[config.mk]
export PLATFORM = sky130hd
export DESIGN_NAME = source_text_tokenizer
export DESIGN_NICKNAME = d
export VERILOG_FILES = /design/src/design/stt_pkg.sv /design/src/design/stt_front.sv /design/src/design/stt_queue.sv /design/src/design/stt_back.sv /design/src/design/source_text_tokenizer.sv
export SDC_FILE = /design/constraint.sdc
export NUM_CORES = 1
export LEC_CHECK = 0
export ABC_AREA = 0
export BUFFER_PORTS_ARGS = -buffer_cell sky130_fd_sc_hd__buf_2
export CAP_MARGIN = 20
export CORE_ASPECT_RATIO = 0.9
export CORE_UTILIZATION = 45
export CTS_BUF_LIST = sky130_fd_sc_hd__clkbuf_8
export DETAILED_ROUTE_END_ITERATION = 8
export PLACE_DENSITY_LB_ADDON = 0.2
export SLEW_MARGIN = 20
export SYNTH_ARGS = -nofsm -noshare
export SYNTH_HDL_FRONTEND = slang
export SYNTH_SLANG_ARGS = --single-unit
[constraint.sdc]
create_clock -name i_clk -period 7.1 [get_ports i_clk]
set_input_delay 0.71 -clock i_clk [delete_from_list [all_inputs] [get_ports i_clk]]
set_output_delay 0.71 -clock i_clk [all_outputs]
set_load 0.03 [all_outputs]
[src/design/stt_pkg.sv]
// ----------------------------------------------------------------------------
// stt_pkg
// Shared types, character codes and keyword table of the source text tokenizer.
// ----------------------------------------------------------------------------
package stt_pkg;

    localparam int KW_MAX_LEN_DEF  = 11;
    localparam int OFFSET_BITS_DEF = 24;
    localparam int QUEUE_DEPTH     = 4;

    localparam logic [7:0] CH_SLASH      = 8'h2F;
    localparam logic [7:0] CH_STAR       = 8'h2A;
    localparam logic [7:0] CH_LF         = 8'h0A;
    localparam logic [7:0] CH_CR         = 8'h0D;
    localparam logic [7:0] CH_UNDERSCORE = 8'h5F;
    localparam logic [7:0] CH_ZERO       = 8'h30;
    localparam logic [7:0] CH_NINE       = 8'h39;
    localparam logic [7:0] CH_TILDE      = 8'h7E;
    localparam logic [7:0] CH_SEMI       = 8'h3B;
    localparam logic [7:0] CH_QUOTE      = 8'h22;

    typedef enum logic [2:0] {
        MODE_IDLE,
        MODE_WORD,
        MODE_NUMBER,
        MODE_STRING,
        MODE_LCOMMENT,
        MODE_BCOMMENT
    } t_mode;

    typedef enum logic [2:0] {
        KIND_KEYWORD,
        KIND_IDENT,
        KIND_NUMBER,
        KIND_SYMBOL,
        KIND_STRING
    } t_kind;

    typedef struct packed {
        t_kind       kind;
        logic [15:0] length;
        logic [15:0] line;
        logic [15:0] column;
        logic        last;
    } t_rec;

    localparam int KW_COUNT = 21;
    localparam int KW_BYTES = 11;

    // text right-justified, first character in the highest used byte
    localparam logic [KW_BYTES*8-1:0] KW_TEXT [KW_COUNT] = '{
        "class", "constructor", "function", "method", "field", "static",
        "var", "int", "char", "boolean", "void", "true", "false", "null",
        "this", "let", "do", "if", "else", "while", "return"
    };

    localparam logic [3:0] KW_LEN [KW_COUNT] = '{
        4'd5, 4'd11, 4'd8, 4'd6, 4'd5, 4'd6, 4'd3, 4'd3, 4'd4, 4'd7, 4'd4,
        4'd4, 4'd5, 4'd4, 4'd4, 4'd3, 4'd2, 4'd2, 4'd4, 4'd5, 4'd6
    };

    // text holds word byte j at bits [j*8 +: 8]
    function automatic logic kw_hit(input logic [KW_BYTES*8-1:0] text,
                                    input logic [15:0] len);
        logic hit;
        logic m;
        hit = 1'b0;
        for (int i = 0; i < KW_COUNT; i++) begin
            m = (len == 16'(KW_LEN[i]));
            for (int j = 0; j < KW_BYTES; j++) begin
                if (j < int'(KW_LEN[i])) begin
                    m = m && (text[j*8 +: 8] ==
                              KW_TEXT[i][(int'(KW_LEN[i]) - 1 - j)*8 +: 8]);
                end
            end
            hit = hit | m;
        end
        return hit;
    endfunction

endpackage

[src/design/stt_front.sv]
// ----------------------------------------------------------------------------
// stt_front
// Lexer front end: holds one byte of lookahead, tracks position and the open
// token, and produces up to two token records per accepted transaction.
// ----------------------------------------------------------------------------
module stt_front #(
    parameter int KEYWORD_MAX_LEN = stt_pkg::KW_MAX_LEN_DEF,
    parameter int OFFSET_BITS     = stt_pkg::OFFSET_BITS_DEF
) (
    input  logic                   i_clk,
    input  logic                   i_rst_n,
    input  logic                   i_valid,
    input  logic [7:0]             i_char_code,
    input  logic                   i_end_of_input,
    input  logic                   i_full,
    output logic                   o_stall,
    output logic [1:0]             o_push_cnt,
    output stt_pkg::t_rec          o_rec0,
    output stt_pkg::t_rec          o_rec1,
    output logic [OFFSET_BITS-1:0] o_off0,
    output logic [OFFSET_BITS-1:0] o_off1
);
    import stt_pkg::*;

    localparam int                     IDX_W   = $clog2(KEYWORD_MAX_LEN);
    localparam logic [15:0]            KW_MAX  = 16'(KEYWORD_MAX_LEN);
    localparam logic [15:0]            MAX16   = 16'hFFFF;
    localparam logic [OFFSET_BITS-1:0] OFF_MAX = '1;

    function automatic logic is_letter(input logic [7:0] c);
        return (c >= 8'h61 && c <= 8'h7A) || (c >= 8'h41 && c <= 8'h5A) ||
               c == CH_UNDERSCORE;
    endfunction

    function automatic logic is_digit(input logic [7:0] c);
        return c >= CH_ZERO && c <= CH_NINE;
    endfunction

    function automatic logic is_break(input logic [7:0] c);
        return c == CH_LF || c == CH_CR;
    endfunction

    function automatic logic is_symbol(input logic [7:0] c);
        logic s;
        case (c)
            8'h26, 8'h7C, 8'h3D, 8'h3C, 8'h3E, 8'h2B, 8'h2D, CH_STAR, CH_SLASH,
            8'h2E, 8'h2C, 8'h28, 8'h29, 8'h5B, 8'h5D, 8'h7B, 8'h7D, CH_TILDE,
            CH_SEMI: s = 1'b1;
            default: s = 1'b0;
        endcase
        return s;
    endfunction

    function automatic logic [15:0] sat16(input logic [15:0] v);
        return (v != MAX16) ? v + 16'd1 : v;
    endfunction

    t_mode                  r_mode, n_mode;
    logic [7:0]             r_held;
    logic                   r_held_valid;
    logic                   r_consume, n_consume;
    logic [OFFSET_BITS-1:0] r_pos, n_pos;
    logic [15:0]            r_line, n_line;
    logic [15:0]            r_col, n_col;
    logic [OFFSET_BITS-1:0] r_open_off, n_open_off;
    logic [15:0]            r_open_line, n_open_line;
    logic [15:0]            r_open_col, n_open_col;
    logic [15:0]            r_len, n_len;
    logic [7:0]             r_prefix [KEYWORD_MAX_LEN];

    logic                   acc;
    logic                   nv;
    logic                   do_cls;
    logic                   pw_en;
    logic [IDX_W-1:0]       pw_idx;
    logic [KW_BYTES*8-1:0]  pre_text;
    logic [KW_BYTES*8-1:0]  post_text;
    t_kind                  pre_kind;
    t_kind                  post_kind;

    logic                   p_v;
    t_kind                  p_kind;
    logic                   s_v;
    logic                   f_v;
    t_kind                  f_kind;
    t_rec                   rec_p, rec_s, rec_f;
    logic [1:0]             cnt;

    assign acc     = i_valid && !i_full;
    assign o_stall = i_full;
    assign nv      = !i_end_of_input;

    always_comb begin
        for (int j = 0; j < KW_BYTES; j++) begin
            pre_text[j*8 +: 8]  = r_prefix[j];
            post_text[j*8 +: 8] = (pw_en && int'(pw_idx) == j) ? r_held : r_prefix[j];
        end
    end

    assign pre_kind  = (r_len <= KW_MAX && kw_hit(pre_text, r_len)) ? KIND_KEYWORD
                                                                     : KIND_IDENT;
    assign post_kind = (n_len <= KW_MAX && kw_hit(post_text, n_len)) ? KIND_KEYWORD
                                                                      : KIND_IDENT;

    // held byte processing and position advance
    always_comb begin
        n_mode      = r_mode;
        n_consume   = r_consume;
        n_pos       = r_pos;
        n_line      = r_line;
        n_col       = r_col;
        n_open_off  = r_open_off;
        n_open_line = r_open_line;
        n_open_col  = r_open_col;
        n_len       = r_len;
        pw_en       = 1'b0;
        pw_idx      = r_len[IDX_W-1:0];
        p_v         = 1'b0;
        p_kind      = KIND_IDENT;
        s_v         = 1'b0;
        do_cls      = 1'b0;
        if (r_held_valid) begin
            if (r_consume) begin
                n_consume = 1'b0;
            end else begin
                case (r_mode)
                    MODE_WORD: begin
                        if (is_letter(r_held) || is_digit(r_held)) begin
                            pw_en = (r_len < KW_MAX);
                            n_len = sat16(r_len);
                        end else begin
                            p_v    = 1'b1;
                            p_kind = pre_kind;
                            n_mode = MODE_IDLE;
                            do_cls = 1'b1;
                        end
                    end
                    MODE_NUMBER: begin
                        if (is_digit(r_held)) begin
                            n_len = sat16(r_len);
                        end else begin
                            p_v    = 1'b1;
                            p_kind = KIND_NUMBER;
                            n_mode = MODE_IDLE;
                            do_cls = 1'b1;
                        end
                    end
                    MODE_STRING: begin
                        if (r_held == CH_QUOTE || is_break(r_held)) begin
                            p_v    = 1'b1;
                            p_kind = KIND_STRING;
                            n_mode = MODE_IDLE;
                        end else begin
                            n_len = sat16(r_len);
                        end
                    end
                    MODE_LCOMMENT: begin
                        if (is_break(r_held)) begin
                            n_mode = MODE_IDLE;
                        end
                    end
                    MODE_BCOMMENT: begin
                        if (r_held == CH_STAR && nv && i_char_code == CH_SLASH) begin
                            n_mode    = MODE_IDLE;
                            n_consume = 1'b1;
                        end
                    end
                    default: begin
                        n_mode = MODE_IDLE;
                        do_cls = 1'b1;
                    end
                endcase
                if (do_cls) begin
                    if (is_letter(r_held)) begin
                        n_mode      = MODE_WORD;
                        n_open_off  = r_pos;
                        n_open_line = r_line;
                        n_open_col  = r_col;
                        n_len       = 16'd1;
                        pw_en       = 1'b1;
                        pw_idx      = '0;
                    end else if (is_digit(r_held)) begin
                        n_mode      = MODE_NUMBER;
                        n_open_off  = r_pos;
                        n_open_line = r_line;
                        n_open_col  = r_col;
                        n_len       = 16'd1;
                    end else if (r_held == CH_QUOTE) begin
                        n_mode      = MODE_STRING;
                        n_open_off  = (r_pos != OFF_MAX) ? r_pos + 1'b1 : r_pos;
                        n_open_line = r_line;
                        n_open_col  = sat16(r_col);
                        n_len       = 16'd0;
                    end else if (r_held == CH_SLASH && nv && i_char_code == CH_SLASH) begin
                        n_mode    = MODE_LCOMMENT;
                        n_consume = 1'b1;
                    end else if (r_held == CH_SLASH && nv && i_char_code == CH_STAR) begin
                        n_mode    = MODE_BCOMMENT;
                        n_consume = 1'b1;
                    end else if (is_symbol(r_held)) begin
                        s_v = 1'b1;
                    end
                end
            end
            if (is_break(r_held)) begin
                n_line = sat16(r_line);
                n_col  = 16'd0;
            end else begin
                n_col = sat16(r_col);
            end
            n_pos = (r_pos != OFF_MAX) ? r_pos + 1'b1 : r_pos;
        end
    end

    // end of input flush
    always_comb begin
        f_v    = i_end_of_input && (n_mode == MODE_WORD || n_mode == MODE_NUMBER);
        f_kind = (n_mode == MODE_WORD) ? post_kind : KIND_NUMBER;
    end

    // record ordering
    always_comb begin
        rec_p = '{kind: p_kind, length: r_len, line: r_open_line, column: r_open_col,
                  last: 1'b0};
        rec_s = '{kind: KIND_SYMBOL, length: 16'd1, line: r_line, column: r_col,
                  last: 1'b0};
        rec_f = '{kind: f_kind, length: n_len, line: n_open_line, column: n_open_col,
                  last: 1'b0};
        o_rec0 = rec_f;
        o_off0 = n_open_off;
        o_rec1 = rec_f;
        o_off1 = n_open_off;
        cnt    = 2'd0;
        if (p_v) begin
            o_rec0 = rec_p;
            o_off0 = r_open_off;
            if (s_v) begin
                o_rec1 = rec_s;
                o_off1 = r_pos;
                cnt    = 2'd2;
            end else if (f_v) begin
                cnt = 2'd2;
            end else begin
                cnt = 2'd1;
            end
        end else if (s_v) begin
            o_rec0 = rec_s;
            o_off0 = r_pos;
            cnt    = f_v ? 2'd2 : 2'd1;
        end else if (f_v) begin
            cnt = 2'd1;
        end
        if (cnt == 2'd1) begin
            o_rec0.last = 1'b1;
        end else if (cnt == 2'd2) begin
            o_rec1.last = 1'b1;
        end
        o_push_cnt = acc ? cnt : 2'd0;
    end

    always_ff @(posedge i_clk) begin
        if (acc && pw_en) begin
            r_prefix[pw_idx] <= r_held;
        end
    end

    always_ff @(posedge i_clk) begin
        if (!i_rst_n) begin
            r_mode       <= MODE_IDLE;
            r_held       <= 8'd0;
            r_held_valid <= 1'b0;
            r_consume    <= 1'b0;
            r_pos        <= '0;
            r_line       <= 16'd0;
            r_col        <= 16'd0;
            r_open_off   <= '0;
            r_open_line  <= 16'd0;
            r_open_col   <= 16'd0;
            r_len        <= 16'd0;
        end else if (acc) begin
            if (i_end_of_input) begin
                r_mode       <= MODE_IDLE;
                r_held       <= 8'd0;
                r_held_valid <= 1'b0;
                r_consume    <= 1'b0;
                r_pos        <= '0;
                r_line       <= 16'd0;
                r_col        <= 16'd0;
                r_open_off   <= '0;
                r_open_line  <= 16'd0;
                r_open_col   <= 16'd0;
                r_len        <= 16'd0;
            end else begin
                r_mode       <= n_mode;
                r_held       <= i_char_code;
                r_held_valid <= 1'b1;
                r_consume    <= n_consume;
                r_pos        <= n_pos;
                r_line       <= n_line;
                r_col        <= n_col;
                r_open_off   <= n_open_off;
                r_open_line  <= n_open_line;
                r_open_col   <= n_open_col;
                r_len        <= n_len;
            end
        end
    end

endmodule

[src/design/stt_queue.sv]
// ----------------------------------------------------------------------------
// stt_queue
// Record queue between lexer and output stage: up to two pushes and one pop
// per cycle.
// ----------------------------------------------------------------------------
module stt_queue #(
    parameter int OFFSET_BITS = stt_pkg::OFFSET_BITS_DEF
) (
    input  logic                   i_clk,
    input  logic                   i_rst_n,
    input  logic [1:0]             i_push_cnt,
    input  stt_pkg::t_rec          i_rec0,
    input  stt_pkg::t_rec          i_rec1,
    input  logic [OFFSET_BITS-1:0] i_off0,
    input  logic [OFFSET_BITS-1:0] i_off1,
    input  logic                   i_pop,
    output logic                   o_full,
    output logic                   o_avail,
    output stt_pkg::t_rec          o_rec,
    output logic [OFFSET_BITS-1:0] o_off
);
    import stt_pkg::*;

    localparam int PTR_W = $clog2(QUEUE_DEPTH);
    localparam int CNT_W = $clog2(QUEUE_DEPTH + 1);

    t_rec                   r_rec [QUEUE_DEPTH];
    logic [OFFSET_BITS-1:0] r_off [QUEUE_DEPTH];
    logic [PTR_W-1:0]       r_wr, n_wr;
    logic [PTR_W-1:0]       r_rd, n_rd;
    logic [CNT_W-1:0]       r_count, n_count;
    logic [PTR_W-1:0]       wr1;

    assign wr1     = r_wr + 1'b1;
    assign o_full  = (r_count > CNT_W'(QUEUE_DEPTH - 2));
    assign o_avail = (r_count != '0);
    assign o_rec   = r_rec[r_rd];
    assign o_off   = r_off[r_rd];

    always_comb begin
        n_wr    = r_wr + PTR_W'(i_push_cnt);
        n_rd    = i_pop ? r_rd + 1'b1 : r_rd;
        n_count = r_count + CNT_W'(i_push_cnt) - CNT_W'(i_pop);
    end

    always_ff @(posedge i_clk) begin
        if (i_push_cnt != 2'd0) begin
            r_rec[r_wr] <= i_rec0;
            r_off[r_wr] <= i_off0;
        end
        if (i_push_cnt == 2'd2) begin
            r_rec[wr1] <= i_rec1;
            r_off[wr1] <= i_off1;
        end
    end

    always_ff @(posedge i_clk) begin
        if (!i_rst_n) begin
            r_wr    <= '0;
            r_rd    <= '0;
            r_count <= '0;
        end else begin
            r_wr    <= n_wr;
            r_rd    <= n_rd;
            r_count <= n_count;
        end
    end

endmodule

[src/design/stt_back.sv]
// ----------------------------------------------------------------------------
// stt_back
// Output stage: takes records from the queue into the output register and
// hands them out under the valid and stall handshake.
// ----------------------------------------------------------------------------
module stt_back #(
    parameter int OFFSET_BITS = stt_pkg::OFFSET_BITS_DEF
) (
    input  logic                   i_clk,
    input  logic                   i_rst_n,
    input  logic                   i_avail,
    input  stt_pkg::t_rec          i_rec,
    input  logic [OFFSET_BITS-1:0] i_off,
    output logic                   o_pop,
    input  logic                   i_stall,
    output logic                   o_valid,
    output stt_pkg::t_rec          o_rec,
    output logic [OFFSET_BITS-1:0] o_off
);
    import stt_pkg::*;

    logic                   r_valid, n_valid;
    t_rec                   r_rec;
    logic [OFFSET_BITS-1:0] r_off;

    assign o_pop   = i_avail && (!r_valid || !i_stall);
    assign n_valid = o_pop || (r_valid && i_stall);
    assign o_valid = r_valid;
    assign o_rec   = r_rec;
    assign o_off   = r_off;

    always_ff @(posedge i_clk) begin
        if (o_pop) begin
            r_rec <= i_rec;
            r_off <= i_off;
        end
    end

    always_ff @(posedge i_clk) begin
        if (!i_rst_n) begin
            r_valid <= 1'b0;
        end else begin
            r_valid <= n_valid;
        end
    end

endmodule

[src/design/source_text_tokenizer.sv]
// ----------------------------------------------------------------------------
// source_text_tokenizer
// Byte-serial tokenizer emitting one record per keyword, identifier, number,
// symbol or string token.
// ----------------------------------------------------------------------------
// One source byte is accepted per cycle unless the input stalls. Each
// transaction yields zero, one or two token records; the lexer pushes them
// into a four-entry queue and the output register drains one record per cycle
// unless stalled, so input runs at one byte per cycle as long as bytes average
// no more than one record each, and the input stalls whenever the queue has
// fewer than two free entries. Each byte is held as lookahead and lexed as the
// following byte is accepted, so a word or number ends when the byte after its
// last byte is lexed; an end-of-input transaction lexes the held byte, flushes
// the open word or number and returns all position counters to zero. No
// clearing pass follows reset.
module source_text_tokenizer #(
    parameter int KEYWORD_MAX_LEN = stt_pkg::KW_MAX_LEN_DEF,
    parameter int OFFSET_BITS     = stt_pkg::OFFSET_BITS_DEF
) (
    input  logic                   i_clk,
    input  logic                   i_rst_n,
    input  logic                   i_valid,
    output logic                   o_stall,
    input  logic [7:0]             i_char_code,
    input  logic                   i_end_of_input,
    output logic                   o_valid,
    input  logic                   i_stall,
    output logic [2:0]             o_token_kind,
    output logic [OFFSET_BITS-1:0] o_start_offset,
    output logic [15:0]            o_token_length,
    output logic [15:0]            o_start_line,
    output logic [15:0]            o_start_column,
    output logic                   o_is_last
);
    import stt_pkg::*;

    logic                   full;
    logic [1:0]             push_cnt;
    t_rec                   rec0, rec1, q_rec, out_rec;
    logic [OFFSET_BITS-1:0] off0, off1, q_off;
    logic                   q_avail;
    logic                   pop;

    stt_front #(
        .KEYWORD_MAX_LEN(KEYWORD_MAX_LEN),
        .OFFSET_BITS    (OFFSET_BITS)
    ) u_front (
        .i_clk         (i_clk),
        .i_rst_n       (i_rst_n),
        .i_valid       (i_valid),
        .i_char_code   (i_char_code),
        .i_end_of_input(i_end_of_input),
        .i_full        (full),
        .o_stall       (o_stall),
        .o_push_cnt    (push_cnt),
        .o_rec0        (rec0),
        .o_rec1        (rec1),
        .o_off0        (off0),
        .o_off1        (off1)
    );

    stt_queue #(
        .OFFSET_BITS(OFFSET_BITS)
    ) u_queue (
        .i_clk     (i_clk),
        .i_rst_n   (i_rst_n),
        .i_push_cnt(push_cnt),
        .i_rec0    (rec0),
        .i_rec1    (rec1),
        .i_off0    (off0),
        .i_off1    (off1),
        .i_pop     (pop),
        .o_full    (full),
        .o_avail   (q_avail),
        .o_rec     (q_rec),
        .o_off     (q_off)
    );

    stt_back #(
        .OFFSET_BITS(OFFSET_BITS)
    ) u_back (
        .i_clk  (i_clk),
        .i_rst_n(i_rst_n),
        .i_avail(q_avail),
        .i_rec  (q_rec),
        .i_off  (q_off),
        .o_pop  (pop),
        .i_stall(i_stall),
        .o_valid(o_valid),
        .o_rec  (out_rec),
        .o_off  (o_start_offset)
    );

    assign o_token_kind   = out_rec.kind;
    assign o_token_length = out_rec.length;
    assign o_start_line   = out_rec.line;
    assign o_start_column = out_rec.column;
    assign o_is_last      = out_rec.last;

endmodule

==> impl_metrics.tcl <==
set metrics [dict create \
    drt-pass1-iter-count 6 \
    clkSinkCount 617 \
    ys_seq_elements 617 \
    detail_route.drc_violations 0 \
    p_switching_mw 2.81 \
    netlist-cell-type-count 94 \
    crit_path_end_kind "flop" \
    synth.avg_cell_area_um2 10.6 \
    max_cap_violations 0 \
    yosysSeqAreaShare 0.522 \
    cts.repair_timing.setup_buffer_count 0 \
    slew_headroom 0.281 \
    synth_top_flop_cell "sky130_fd_sc_hd__edfxtp_1" \
    synthesis.yosys.warnings 0 \
    setup-violations-final 0 \
    worst_setup_path_startpoint "u_front.r_held[2]$_SDFFE_PN0P_" \
    synth_enable_flop_cells 464 \
    critical-path-max-stage-delay_ps 830 \
    port_buffers 90 \
    gp_routability_congestion 0.977 \
    critical_path.slowest_cell "sky130_fd_sc_hd__o22ai_1" \
    asyncSetResetFlopFracSynth 0 \
    clock_insertion_delay_at_the_later_pin_of_the_skew_report_ps 750 \
    run_status "finished clean" \
    synth_fp_nets 3112 \
    critical_path.max_fanout 21 \
    hold_path.startpoint "i_stall" \
    power_frac_seq 0.479 \
    pin_count_of_the_biggest_net_entering_global_routing 70 \
    first_global_vias 25900 \
    switching_share_of_power 0.309 \
    timing.critical_path.cells "or2_1 > o41ai_4 > o31a_2 > o22ai_1 > and2_1 > nand2_1 > o21ai_0 > inv_1 > nand3_1 > ha_1 > mux2i_1 > nor2b_1 > nand3_1 > buf_4 > nand2_1 > nand3_1 > o22ai_1 > nor2_1" \
    critPathMostFrequentCell "sky130_fd_sc_hd__nand3_1" \
    internal_power_mw 6.29 \
    cts_resized 0 \
    fin_skew_ps 77.3 \
    number_of_buffers_between_clock_root_and_the_deepest_sink 3 \
    finalSetupTns_ps 0 \
    tritoncts.num_buffers 103 \
    num_rows 93 \
    power_density_mw_per_mm2 253 \
    dpl.hpwl_um 72500 \
    cts_root_buffer "sky130_fd_sc_hd__clkbuf_8" \
    critical_path_arrival_ps 6800 \
    finished_layout_cell_area_mm2 0.0361 \
    detailedRoute.firstIterationViolations 3167 \
    static-leakage-power_nw 11.4 \
    hold_class "primary input to flop" \
    wire_per_inst_um 26.3 \
    combinationalPowerShare 0.179 \
    cp.required_ps 7560 \
    cts_tree "built" \
    irDropWorstVdd_v 0.000192 \
    die_area_mm2 0.0734 \
    rsz_0062_raised_after_global_routing "false" \
    synth_area_leaders "sky130_fd_sc_hd__edfxtp_1 (43%), sky130_fd_sc_hd__dfxtp_1 (9.4%), sky130_fd_sc_hd__mux4_2 (5.3%)" \
    critical-path-top-delay-family "simple AND/OR/NAND/NOR gates" \
    detail_route.wirelength_um 109000 \
    total_power_mw 9.11 \
    detail-route-antenna-nets 0 \
    holdBufCountCts 0 \
    grt-ovfl-total 0 \
    areaGrowthSynthToFinish_pct 10.8 \
    number_of_antenna_violations_at_the_first_check_in_global_routing 3 \
    synth_cells 3084 \
    dpl_cell_area_mm2 0.0340 \
    effective_utilization_at_floorplan 0.455 \
    tightest_slew_ps 1070 \
    drive_above_1_share 0.142 \
    cts.reportedPaths.clkPinSlew_ps 60 \
    die_w_um 285 \
    yosys.area.top_type "sky130_fd_sc_hd__edfxtp_1" \
    synth.cell_area_mm2 0.0325 \
    synth_largest_type_area_fraction 0.428 \
    path_buf_inv 2 \
    ioPinCount 91 \
    clock.fmax_ghz 0.158 \
    core_area_mm2 0.0716 \
    worstSetupStartpointType "flop" \
    detail_route.vias_per_cell 6.50 \
    critical_path_class "flop to flop" \
    report.final.slew_viol_count 0 \
    vias 27000 \
    num-nets-final 3144 \
    layout_common_cells "sky130_fd_sc_hd__edfxtp_1 (464), sky130_fd_sc_hd__nand2_1 (251), sky130_fd_sc_hd__nor2_1 (241)" \
    power.clock.fraction 0.342 \
    ctsHtreeMaxLevel 3 \
    worstReg2RegStart "u_front.r_held[2]$_SDFFE_PN0P_" \
    die_height_um 257 \
    layout_worst_path_cycle_share 0.893 \
    mostFrequentLayoutCell "sky130_fd_sc_hd__edfxtp_1" \
    finalHoldViolations 0 \
    min_period_ps 6340 \
    global_route_usage_sum 0.293 \
    grt_pass1_wl_um 164000 \
]
[cell usage after synthesis (24+ instances only)]
master / instances
sky130_fd_sc_hd__and3_1: 35
sky130_fd_sc_hd__nand2_1: 256
sky130_fd_sc_hd__o21ai_0: 238
sky130_fd_sc_hd__edfxtp_1: 464
sky130_fd_sc_hd__or3_1: 24
sky130_fd_sc_hd__a22o_1: 111
sky130_fd_sc_hd__nand3_1: 81
sky130_fd_sc_hd__dfxtp_1: 153
sky130_fd_sc_hd__nand4_1: 49
sky130_fd_sc_hd__a22oi_1: 124
sky130_fd_sc_hd__and2_1: 59
sky130_fd_sc_hd__a21oi_1: 136
sky130_fd_sc_hd__clkbuf_1: 191
sky130_fd_sc_hd__buf_2: 34
sky130_fd_sc_hd__nor3_1: 86
sky130_fd_sc_hd__inv_1: 31
sky130_fd_sc_hd__o22ai_1: 132
sky130_fd_sc_hd__nor2b_1: 100
sky130_fd_sc_hd__buf_1: 28
sky130_fd_sc_hd__mux2i_1: 63
sky130_fd_sc_hd__nor2_1: 244
sky130_fd_sc_hd__mux4_2: 76
sky130_fd_sc_hd__nor4_1: 30
[layer usage]
metal | GRT usage | routed length (um) | part of all wire
met1 | 0.420 | 47500 | 0.43
met2 | 0.450 | 49400 | 0.45
met3 | 0.0484 | 9180 | 0.084
met4 | 0.100 | 3230 | 0.030
met5 | 0 | 0 | 0
[cell type report]
| type | instances | area [um2] |
|---|---|---|
| fillers | 6465 | 35500 |
| flip-flops and latches | 617 | 17000 |
| multi-input cells | 2178 | 14500 |
| clock buffers | 113 | 1560 |
| well taps | 950 | 1190 |
| repair buffers | 184 | 1160 |
| clock inverters | 82 | 484 |
| inverters | 32 | 120 |
| diodes | 2 | 5.00 |
[worst register-to-register path: cells and delay by family (launching register included)]
kind | cells | cell delay, ps
buf+inv | 2 | 330
mux | 1 | 230
simple gates | 9 | 2620
compound gates | 5 | 1970
fa+ha+maj | 1 | 270
flops | 1 | 730
[cell families after synthesis]
group                      synth area share
and+or+nand+nor                       0.172
AOI/OAI and AO/OA                     0.181
DFF                                   0.522
buffers and inverters                0.0352
muxes                                0.0765
xor gates and xnor gates            0.00700
adders and majority gates           0.00600
[path summary, 6_finish.rpt]
kind / end / slack (ps) / cells after the start
min reg2reg: u_queue.r_rec[1][51]$_SDFFE_PP0P_ / 470 / 2
min: u_back.o_valid$_SDFF_PN0_ / 320 / 3
max: u_queue.r_off[0][9]$_DFFE_PP_ / 760 / 18
max reg2reg: u_queue.r_off[0][9]$_DFFE_PP_ / 760 / 18
[power groups by stage]
stage	clock network [mW]	logic, mW	registers (mW)
after floorplan	0	0.753	4.77
after global placement	0	1.63	4.43
after detailed placement	0	1.64	4.44
after CTS	3.17	1.64	4.37
after global routing	3.33	1.72	4.40
final	3.11	1.63	4.36
[state kept, by name, indices dropped and copies added, names as in the netlist, 2 cells and up]
signal / flops
u_queue.r_rec: 208
u_queue.r_off: 96
u_front.r_prefix: 88
u_back.o_rec: 52
u_back.o_off: 24
u_front.r_open_off: 24
u_front.r_pos: 24
u_front.r_col: 16
u_front.r_len: 16
u_front.r_line: 16
u_front.r_open_col: 16
u_front.r_open_line: 16
u_front.r_held: 8
u_front.r_mode: 3
u_queue.r_count: 3
u_queue.r_rd: 2
u_queue.r_wr: 2
[metrics by stage]
step | util | setup slack [ps] | hold WS [ps] | cells
after CTS | 0.503 | 951 | 284 | 4156
after global routing | 0.504 | 331 | 314 | 4157
final | 0.504 | 757 | 317 | 4158
after floorplan | - | 831 | 433 | 3084
after detailed placement | 0.475 | 935 | 456 | 3961
after global placement | 0.475 | 1120 | 439 | 3961
Note: power is estimated with default switching activity, not from simulation.
